### src/hw/rtl/swm_pkg.sv
package swm_pkg;

  localparam int DEPTH  = 16;
  localparam int ITEM_W = 32;
  localparam int IDX_W  = $clog2(DEPTH);
  localparam int CNT_W  = $clog2(DEPTH + 1);

  localparam int MODE_W   = 2;
  localparam int VALUE_W  = 32;
  localparam int TOP_W    = 32;
  localparam int OCNT_W   = 5;
  localparam int STATUS_W = 2;

  typedef enum logic [MODE_W-1:0] {
    MODE_PUSH  = 2'd0,
    MODE_POP   = 2'd1,
    MODE_COUNT = 2'd2,
    MODE_PURGE = 2'd3
  } swm_mode_t;

  typedef enum logic [STATUS_W-1:0] {
    ST_OK    = 2'd0,
    ST_FULL  = 2'd1,
    ST_EMPTY = 2'd2
  } swm_status_t;

  typedef struct packed {
    logic capture;
    logic exec;
    logic top_load;
    logic walk;
    logic commit;
    logic load_out;
  } swm_cmd_t;

  typedef struct packed {
    swm_mode_t mode;
    logic      pop_rd;
    logic      walk_done;
  } swm_stat_t;

endpackage

### src/hw/rtl/swm_chan_if.sv
interface swm_req_if import swm_pkg::*; ();
  logic               valid;
  logic               ready;
  logic [MODE_W-1:0]  mode;
  logic [VALUE_W-1:0] value;

  modport source (output valid, output mode, output value, input ready);
  modport sink (input valid, input mode, input value, output ready);
endinterface

interface swm_rsp_if import swm_pkg::*; ();
  logic                valid;
  logic                ready;
  logic [TOP_W-1:0]    top_value;
  logic [OCNT_W-1:0]   entry_count;
  logic                is_empty;
  logic [OCNT_W-1:0]   match_count;
  logic [STATUS_W-1:0] status;

  modport source (output valid, output top_value, output entry_count, output is_empty,
                  output match_count, output status, input ready);
  modport sink (input valid, input top_value, input entry_count, input is_empty,
                input match_count, input status, output ready);
endinterface

### src/hw/rtl/swm_ctrl.sv
module swm_ctrl import swm_pkg::*; (
  input  logic      clk,
  input  logic      rst_n,
  input  logic      in_valid,
  output logic      in_ready,
  output logic      out_valid,
  input  logic      out_ready,
  output swm_cmd_t  cmd,
  input  swm_stat_t stat
);

  typedef enum logic [2:0] {
    S_IDLE,
    S_EXEC,
    S_TOP,
    S_WALK,
    S_DONE
  } state_t;

  state_t state_r, state_nxt;
  logic   out_valid_r, out_valid_nxt;
  logic   slot_free;

  assign in_ready  = (state_r == S_IDLE);
  assign out_valid = out_valid_r;
  // output slot is free when empty or being drained this cycle
  assign slot_free = !out_valid_r || out_ready;

  always_comb begin
    cmd           = '0;
    state_nxt     = state_r;
    out_valid_nxt = out_valid_r;
    if (out_valid_r && out_ready) begin
      out_valid_nxt = 1'b0;
    end
    case (state_r)
      S_IDLE: begin
        if (in_valid) begin
          cmd.capture = 1'b1;
          state_nxt   = S_EXEC;
        end
      end
      S_EXEC: begin
        cmd.exec = 1'b1;
        if (stat.mode inside {MODE_COUNT, MODE_PURGE}) begin
          state_nxt = S_WALK;
        end else if (stat.mode == MODE_POP && stat.pop_rd) begin
          state_nxt = S_TOP;
        end else begin
          state_nxt = S_DONE;
        end
      end
      S_TOP: begin
        cmd.top_load = 1'b1;
        state_nxt    = S_DONE;
      end
      S_WALK: begin
        cmd.walk = 1'b1;
        if (stat.walk_done) begin
          cmd.commit = 1'b1;
          state_nxt  = S_DONE;
        end
      end
      S_DONE: begin
        if (slot_free) begin
          cmd.load_out  = 1'b1;
          out_valid_nxt = 1'b1;
          state_nxt     = S_IDLE;
        end
      end
      default: begin
        state_nxt = S_IDLE;
      end
    endcase
  end

  always_ff @(posedge clk) begin
    if (!rst_n) begin
      state_r     <= S_IDLE;
      out_valid_r <= 1'b0;
    end else begin
      state_r     <= state_nxt;
      out_valid_r <= out_valid_nxt;
    end
  end

endmodule

### src/hw/rtl/swm_dp.sv
module swm_dp import swm_pkg::*; (
  input  logic                clk,
  input  logic                rst_n,
  input  swm_cmd_t            cmd,
  output swm_stat_t           stat,
  input  logic [MODE_W-1:0]   in_mode,
  input  logic [VALUE_W-1:0]  in_value,
  output logic [TOP_W-1:0]    out_top_value,
  output logic [OCNT_W-1:0]   out_entry_count,
  output logic                out_is_empty,
  output logic [OCNT_W-1:0]   out_match_count,
  output logic [STATUS_W-1:0] out_status
);

  logic [ITEM_W-1:0] mem [DEPTH];
  logic [ITEM_W-1:0] rd_data_r;
  logic [IDX_W-1:0]  rd_addr;
  logic              wr_en;
  logic [IDX_W-1:0]  wr_addr;
  logic [ITEM_W-1:0] wr_data;
  logic [CNT_W-1:0]  pop_addr;

  swm_mode_t         mode_r, mode_nxt;
  logic [ITEM_W-1:0] val_r, val_nxt;
  logic [CNT_W-1:0]  fill_r, fill_nxt;
  logic [CNT_W-1:0]  idx_r, idx_nxt;
  logic [CNT_W-1:0]  keep_r, keep_nxt;
  logic [CNT_W-1:0]  match_r, match_nxt;
  logic              rvalid_r, rvalid_nxt;
  logic [ITEM_W-1:0] top_r, top_nxt;
  swm_status_t       status_r, status_nxt;

  logic [TOP_W-1:0]    o_top_r;
  logic [OCNT_W-1:0]   o_cnt_r;
  logic                o_empty_r;
  logic [OCNT_W-1:0]   o_match_r;
  logic [STATUS_W-1:0] o_status_r;

  // new top after a pop sits two below the old fill level
  assign pop_addr = fill_r - CNT_W'(2);
  assign rd_addr  = (cmd.exec) ? pop_addr[IDX_W-1:0] : idx_r[IDX_W-1:0];

  assign stat.mode      = mode_r;
  assign stat.pop_rd    = (fill_r >= CNT_W'(2));
  assign stat.walk_done = (idx_r >= fill_r) && !rvalid_r;

  always_comb begin
    mode_nxt   = mode_r;
    val_nxt    = val_r;
    fill_nxt   = fill_r;
    idx_nxt    = idx_r;
    keep_nxt   = keep_r;
    match_nxt  = match_r;
    rvalid_nxt = rvalid_r;
    top_nxt    = top_r;
    status_nxt = status_r;
    wr_en      = 1'b0;
    wr_addr    = keep_r[IDX_W-1:0];
    wr_data    = rd_data_r;

    if (cmd.capture) begin
      mode_nxt   = swm_mode_t'(in_mode);
      val_nxt    = ITEM_W'(in_value);
      idx_nxt    = '0;
      keep_nxt   = '0;
      match_nxt  = '0;
      rvalid_nxt = 1'b0;
      status_nxt = ST_OK;
    end

    if (cmd.exec) begin
      case (mode_r)
        MODE_PUSH: begin
          if (fill_r >= CNT_W'(DEPTH)) begin
            status_nxt = ST_FULL;
          end else begin
            wr_en    = 1'b1;
            wr_addr  = fill_r[IDX_W-1:0];
            wr_data  = val_r;
            fill_nxt = fill_r + CNT_W'(1);
            top_nxt  = val_r;
          end
        end
        MODE_POP: begin
          if (fill_r == '0) begin
            status_nxt = ST_EMPTY;
          end else begin
            fill_nxt = fill_r - CNT_W'(1);
          end
        end
        default: begin
        end
      endcase
    end

    if (cmd.top_load) begin
      top_nxt = rd_data_r;
    end

    if (cmd.walk) begin
      // read side: one entry per cycle, read data is registered and lands in the next cycle
      rvalid_nxt = (idx_r < fill_r);
      if (idx_r < fill_r) begin
        idx_nxt = idx_r + CNT_W'(1);
      end
      // compare side: matches are counted; in purge, survivors slide down to the keep pointer
      if (rvalid_r) begin
        if (rd_data_r == val_r) begin
          match_nxt = match_r + CNT_W'(1);
        end else if (mode_r == MODE_PURGE) begin
          wr_en    = 1'b1;
          wr_addr  = keep_r[IDX_W-1:0];
          wr_data  = rd_data_r;
          keep_nxt = keep_r + CNT_W'(1);
          top_nxt  = rd_data_r;
        end
      end
    end

    if (cmd.commit && mode_r == MODE_PURGE) begin
      fill_nxt = keep_r;
    end
  end

  always_ff @(posedge clk) begin
    rd_data_r <= mem[rd_addr];
    if (wr_en) begin
      mem[wr_addr] <= wr_data;
    end
  end

  always_ff @(posedge clk) begin
    if (!rst_n) begin
      fill_r   <= '0;
      rvalid_r <= 1'b0;
    end else begin
      fill_r   <= fill_nxt;
      rvalid_r <= rvalid_nxt;
    end
  end

  always_ff @(posedge clk) begin
    mode_r   <= mode_nxt;
    val_r    <= val_nxt;
    idx_r    <= idx_nxt;
    keep_r   <= keep_nxt;
    match_r  <= match_nxt;
    top_r    <= top_nxt;
    status_r <= status_nxt;
    if (cmd.load_out) begin
      o_top_r    <= (fill_r == '0) ? '0 : TOP_W'(top_r);
      o_cnt_r    <= OCNT_W'(fill_r);
      o_empty_r  <= (fill_r == '0);
      o_match_r  <= OCNT_W'(match_r);
      o_status_r <= status_r;
    end
  end

  assign out_top_value   = o_top_r;
  assign out_entry_count = o_cnt_r;
  assign out_is_empty    = o_empty_r;
  assign out_match_count = o_match_r;
  assign out_status      = o_status_r;

endmodule

### src/hw/rtl/stack_with_match_count_and_purge.sv
// Bounded LIFO of 16 words with count and purge: one request in, one result out. Push passes
// through capture, execute and done; pop adds one extra read of the entry memory to find the
// new top. Count and purge walk the stored entries one per cycle through that memory's read
// port. One request is worked on at a time; a finished result waits in the output register
// while the next request is already taken in. Entries hold no reset value; the memory is
// read every cycle, but only data of stored entries is ever used.
module stack_with_match_count_and_purge import swm_pkg::*; (
  input logic      clk,
  input logic      rst_n,
  swm_req_if.sink  in_ch,
  swm_rsp_if.source out_ch
);

  swm_cmd_t  cmd;
  swm_stat_t stat;

  swm_ctrl u_ctrl (
    .clk       (clk),
    .rst_n     (rst_n),
    .in_valid  (in_ch.valid),
    .in_ready  (in_ch.ready),
    .out_valid (out_ch.valid),
    .out_ready (out_ch.ready),
    .cmd       (cmd),
    .stat      (stat)
  );

  swm_dp u_dp (
    .clk             (clk),
    .rst_n           (rst_n),
    .cmd             (cmd),
    .stat            (stat),
    .in_mode         (in_ch.mode),
    .in_value        (in_ch.value),
    .out_top_value   (out_ch.top_value),
    .out_entry_count (out_ch.entry_count),
    .out_is_empty    (out_ch.is_empty),
    .out_match_count (out_ch.match_count),
    .out_status      (out_ch.status)
  );

endmodule

### src/flat_wrapper.sv
// flat-port wrapper written by rule: the top's interface ports become plain ports
module stack_with_match_count_and_purge_flat import swm_pkg::*;
  (clk, rst_n, in_ch_valid, in_ch_mode, in_ch_value, in_ch_ready, out_ch_valid, out_ch_top_value, out_ch_entry_count, out_ch_is_empty, out_ch_match_count, out_ch_status, out_ch_ready);
  swm_req_if in_ch_i ();
  swm_rsp_if out_ch_i ();
  input logic clk;
  input logic rst_n;
  input wire logic [$bits(in_ch_i.valid)-1:0] in_ch_valid;
  input wire logic [$bits(in_ch_i.mode)-1:0] in_ch_mode;
  input wire logic [$bits(in_ch_i.value)-1:0] in_ch_value;
  output wire logic [$bits(in_ch_i.ready)-1:0] in_ch_ready;
  output wire logic [$bits(out_ch_i.valid)-1:0] out_ch_valid;
  output wire logic [$bits(out_ch_i.top_value)-1:0] out_ch_top_value;
  output wire logic [$bits(out_ch_i.entry_count)-1:0] out_ch_entry_count;
  output wire logic [$bits(out_ch_i.is_empty)-1:0] out_ch_is_empty;
  output wire logic [$bits(out_ch_i.match_count)-1:0] out_ch_match_count;
  output wire logic [$bits(out_ch_i.status)-1:0] out_ch_status;
  input wire logic [$bits(out_ch_i.ready)-1:0] out_ch_ready;
  assign in_ch_i.valid = in_ch_valid;
  assign in_ch_i.mode = in_ch_mode;
  assign in_ch_i.value = in_ch_value;
  assign in_ch_ready = in_ch_i.ready;
  assign out_ch_valid = out_ch_i.valid;
  assign out_ch_top_value = out_ch_i.top_value;
  assign out_ch_entry_count = out_ch_i.entry_count;
  assign out_ch_is_empty = out_ch_i.is_empty;
  assign out_ch_match_count = out_ch_i.match_count;
  assign out_ch_status = out_ch_i.status;
  assign out_ch_i.ready = out_ch_ready;
  stack_with_match_count_and_purge u_core (.clk(clk), .rst_n(rst_n), .in_ch(in_ch_i), .out_ch(out_ch_i));
endmodule
### config.mk
export PLATFORM = sky130hd
export DESIGN_NAME = stack_with_match_count_and_purge_flat
export DESIGN_NICKNAME = d
export VERILOG_FILES = /design/src/hw/rtl/swm_pkg.sv /design/src/hw/rtl/swm_chan_if.sv /design/src/hw/rtl/swm_ctrl.sv /design/src/hw/rtl/swm_dp.sv /design/src/hw/rtl/stack_with_match_count_and_purge.sv /design/src/flat_wrapper.sv
export SDC_FILE = /design/constraint.sdc
export NUM_CORES = 1
export LEC_CHECK = 0
export ABC_AREA = 0
export BUFFER_PORTS_ARGS = -buffer_cell sky130_fd_sc_hd__buf_2
export CORE_MARGIN = 5
export CORE_UTILIZATION = 35
export DETAILED_ROUTE_END_ITERATION = 6
export GPL_TIMING_DRIVEN = 0
export PLACE_DENSITY = 0.51
export SLEW_MARGIN = 5
export SYNTH_ARGS = -nofsm -noshare
export SYNTH_HDL_FRONTEND = slang
export SYNTH_SLANG_ARGS = --single-unit
### constraint.sdc
create_clock -name clk -period 4.8 [get_ports clk]
set_input_delay 0.24 -clock clk [delete_from_list [all_inputs] [get_ports clk]]
set_output_delay 0.24 -clock clk [all_outputs]
set_load 0.05 [all_outputs]
==> impl_metrics.env <==
export IMPL_pwr_share_clk_pct=32.3
export IMPL_wirelength_um=77400
export IMPL_port_buffer_count=84
export IMPL_ioPinCount=85
export IMPL_run_status="completed"
export IMPL_critPathSlowestCell="nor4_1"
export IMPL_cts_tree="done"
export IMPL_coreArea_um2=77100
export IMPL_clock_skew_ps=28.4
export IMPL_ys_ff_latch=682
export IMPL_grt_max_degree=26
export IMPL_critPathKind="reg -> reg"
export IMPL_grt_pass1_wl_um=111000
export IMPL_fin_area_um2=32400
export IMPL_first_pass_iters=5
export IMPL_clockBufferDepth=3
export IMPL_ys_types=56
export IMPL_syn_to_final_growth_pct=19.7
export IMPL_hold_end="u_core.u_ctrl.state_r[0]"
export IMPL_yosysTopAreaCell="edfxtp_1"
export IMPL_p_sw_w=0.00551
export IMPL_setup_viol=0
export IMPL_p_per_area_nw_per_um2=548
export IMPL_insertion_delay_ps=620
export IMPL_grt_pass1_vias=16357
export IMPL_power_w=0.0178
export IMPL_critPathArrivalTime_ps=5020
export IMPL_synth_edf_count=591
export IMPL_cts_buffers=76
export IMPL_die_w_um=288
export IMPL_ys_seq_area_share_pct=72.2
export IMPL_r2r_setup_slack_ps=130
export IMPL_synth_fp_nets=1955
export IMPL_drv_slew=0
export IMPL_ys_top_cells_by_count="591 x edfxtp_1, 469 x nand2_1, 198 x mux2i_1"
export IMPL_drc=0
export IMPL_fin_crit_sh_pct=97.3
export IMPL_globalplace_congestion=0.820
export IMPL_ir_drop_mv=0.250
export IMPL_die_h_um=288
export IMPL_synth_main_ff_cell="edfxtp_1"
export IMPL_globalRouteOverflowTotal=0
export IMPL_required_ps=5160
export IMPL_end_kind="flop"
export IMPL_postCtsHoldBufs=36
export IMPL_rr_startpoint="u_core.u_dp.val_r[24]"
export IMPL_wl_per_cell_um=23.7
export IMPL_hold_class="in -> reg"
export IMPL_syn_area_um2=27100
export IMPL_leakage_nw=11.9
export IMPL_row_count=102
export IMPL_startpoint_type="flop"
export IMPL_place_hpwl_um=54000
export IMPL_cts_setup_buffers=0
export IMPL_place_area_um2=29600
export IMPL_viasPerCell=5.05
export IMPL_fin_ws_ps=131
export IMPL_antenna_found_initial=0
export IMPL_post_place_ws_ps=354
export IMPL_synthCells=1903
export IMPL_power_frac_seq_pct=44.8
export IMPL_antenna_left=0
export IMPL_cp_max_fo=10
export IMPL_yosysMostFrequentCell="edfxtp_1"
export IMPL_max_freq_mhz=214
export IMPL_clock_sinks=682
export IMPL_path_clk_slew_ps=60
export IMPL_die_area_um2=83100
export IMPL_reg2reg_to="u_core.u_dp.mem[12][16]"
export IMPL_async_flop_share_pct=0
export IMPL_synth_top_area_share_pct=65.5
export IMPL_worstMarginPinSlew_ps=1190
export IMPL_cts_root_buf="clkbuf_16"
export IMPL_syn_area_per_cell_um2=14.2
export IMPL_maxCapViolCount=0
export IMPL_r2r_cells=9
export IMPL_yosysWarnings=0
export IMPL_fin_crit_ps=4670
export IMPL_antenna_cells=0
export IMPL_slew_headroom_pct=20.1
export IMPL_ctsHtreeMaxLevel=3
export IMPL_worst_path_most_repeated_cell="buf_4"
export IMPL_synth_top_cells_by_area="edfxtp_1 66%, mux2i_1 7.3%, dfxtp_1 6.7%"
export IMPL_worst_hold_startpoint="in_ch_valid"
export IMPL_p_int_w=0.0123
export IMPL_rsz0062_at_grt="false"
export IMPL_drt_initial_drc_count=1278
export IMPL_num_fill_cells=7037
export IMPL_start_util_pct=35.1
export IMPL_crit_chain="xnor2_1 -> nand4_1 -> nor4_1 -> a21oi_1 -> buf_2 -> a22oi_1 -> nor3_2 -> buf_4 -> buf_4"
export IMPL_min_path_cells=4
export IMPL_cpPeakStageDelay_ps=1000
export IMPL_nets=2222
export IMPL_grt_usage_pct=18.3
export IMPL_cts_resized=0
export IMPL_swShare_pct=31.0
export IMPL_p_comb_share_pct=22.8
export IMPL_hold_violations=0
export IMPL_num_vias=16532
export IMPL_drive_gt1_share_pct=16.8
cell families after synthesis:
group                      Yosys count  share of synthesized area (%)
AOI/OAI and AO/OA                  132                           3.75
xor gates and xnor gates            39                           1.26
adders and majority gates           14                          0.674
buffers and inverters              118                           2.30
DFF                                682                           72.2
muxes                              232                           8.74
and+or+nand+nor                    686                           11.0
layer usage:
metal  wire length, um  vias to the layer above  global-route usage [%]
met5                 0                        -                       0
met4              1800                        0                    4.81
met3              5040                      103                    3.96
met2             35900                      496                    29.4
met1             34700                     8327                    25.5
li1                  -                     7606                       -
layout make-up:
class	count	area, um2	share of cell area [%]
Timing Repair Buffer	189	1490	4.61
Inverter	15	57.6	0.177
Multi-Input combinational cell	1103	6980	21.5
Clock inverter	28	295	0.910
Buffer	103	567	1.75
Clock buffer	112	2170	6.69
Sequential cell	682	19600	60.3
Tap cell	1040	1300	4.01
registers in the layout, summed over array words and instances, names as in the netlist, 2 cells and up:
register                     flops
u_core.u_dp.out_match_count      5
u_core.u_dp.top_r               32
u_core.u_dp.keep_r               5
u_core.u_dp.status_r             2
u_core.u_dp.out_entry_count      5
u_core.u_dp.val_r               32
u_core.u_dp.mode_r               2
u_core.u_dp.fill_r               5
u_core.u_dp.out_top_value       32
u_core.u_dp.rd_data_r           32
u_core.u_dp.mem                512
u_core.u_dp.match_r              5
u_core.u_ctrl.state_r            3
u_core.u_dp.out_status           2
u_core.u_dp.idx_r                5
how the worst max path moves through the flow:
| stage | slack [ps] | start | endpoint | cells after the start |
|---|---|---|---|---|
| CTS | 300 | u_core.u_dp.val_r[30] | u_core.u_dp.mem[14][10] | 9 |
| floorplan | 340 | u_core.u_ctrl.state_r[1] | u_core.u_dp.mem[10][0] | 9 |
| finish | 130 | u_core.u_dp.val_r[24] | u_core.u_dp.mem[12][16] | 9 |
| detailed placement | 350 | u_core.u_dp.val_r[30] | u_core.u_dp.mem[12][16] | 9 |
| global route | 110 | u_core.u_dp.val_r[30] | u_core.u_dp.mem[14][10] | 9 |
| global placement | -3640 | u_core.u_ctrl.state_r[1] | u_core.u_dp.mem[10][17] | 9 |
power by group through the flow:
| stage | Combinational (W) | Clock, W | Sequential, W |
|---|---|---|---|
| finish | 0.00406 | 0.00575 | 0.00797 |
| global route | 0.00439 | 0.00612 | 0.00803 |
| CTS | 0.00409 | 0.00588 | 0.00798 |
| detailed placement | 0.00406 | 0 | 0.00810 |
| global placement | 0.00394 | 0 | 0.00810 |
| floorplan | 0.00238 | 0 | 0.00811 |
per-stage QoR:
step                util, %  TNS [ps]  hold slack, ps  cells
global route           42.1         0            72.5   3272
detailed placement     38.4         0             418   3096
global placement       37.4  -1597480             414   3027
floorplan                 -         0             339   1903
finish                 42.1         0            68.7   3272
CTS                    42.1         0            13.6   3272
layout by cell type, fill, tap and decap left out, types with 4 or more instances in the layout:
cell type / Yosys / routed
bufinv_16: 0 / 5
clkbuf_8: 0 / 9
buf_4: 5 / 33
ha_1: 13 / 13
nor3_2: 0 / 16
nor3_1: 23 / 7
nand2_1: 469 / 469
mux2_2: 33 / 33
dfxtp_1: 91 / 91
clkbuf_16: 0 / 78
nor2_1: 13 / 13
buf_2: 27 / 111
o21ai_0: 9 / 9
mux2i_1: 198 / 198
clkinv_2: 0 / 15
inv_6: 0 / 5
a32oi_1: 64 / 64
nor2b_1: 34 / 33
and2_1: 6 / 6
nand4_1: 46 / 46
edfxtp_1: 591 / 591
nand3b_1: 4 / 4
clkbuf_1: 53 / 78
a21oi_1: 24 / 24
nand3_1: 76 / 76
inv_1: 14 / 14
o31ai_1: 5 / 5
xnor2_1: 36 / 36
buf_6: 17 / 53
dlygate4sd3_1: 0 / 36
critical path, delay by kind of cell, from the launching register on:
family | cells | cell delay (ps)
buffers and inverters | 3 | 770
flip-flops | 1 | 440
AND/OR/NAND/NOR | 3 | 1520
XOR/XNOR | 1 | 590
AO/OA/AOI/OAI | 2 | 1070
Note: power is estimated with default switching activity, not from simulation.
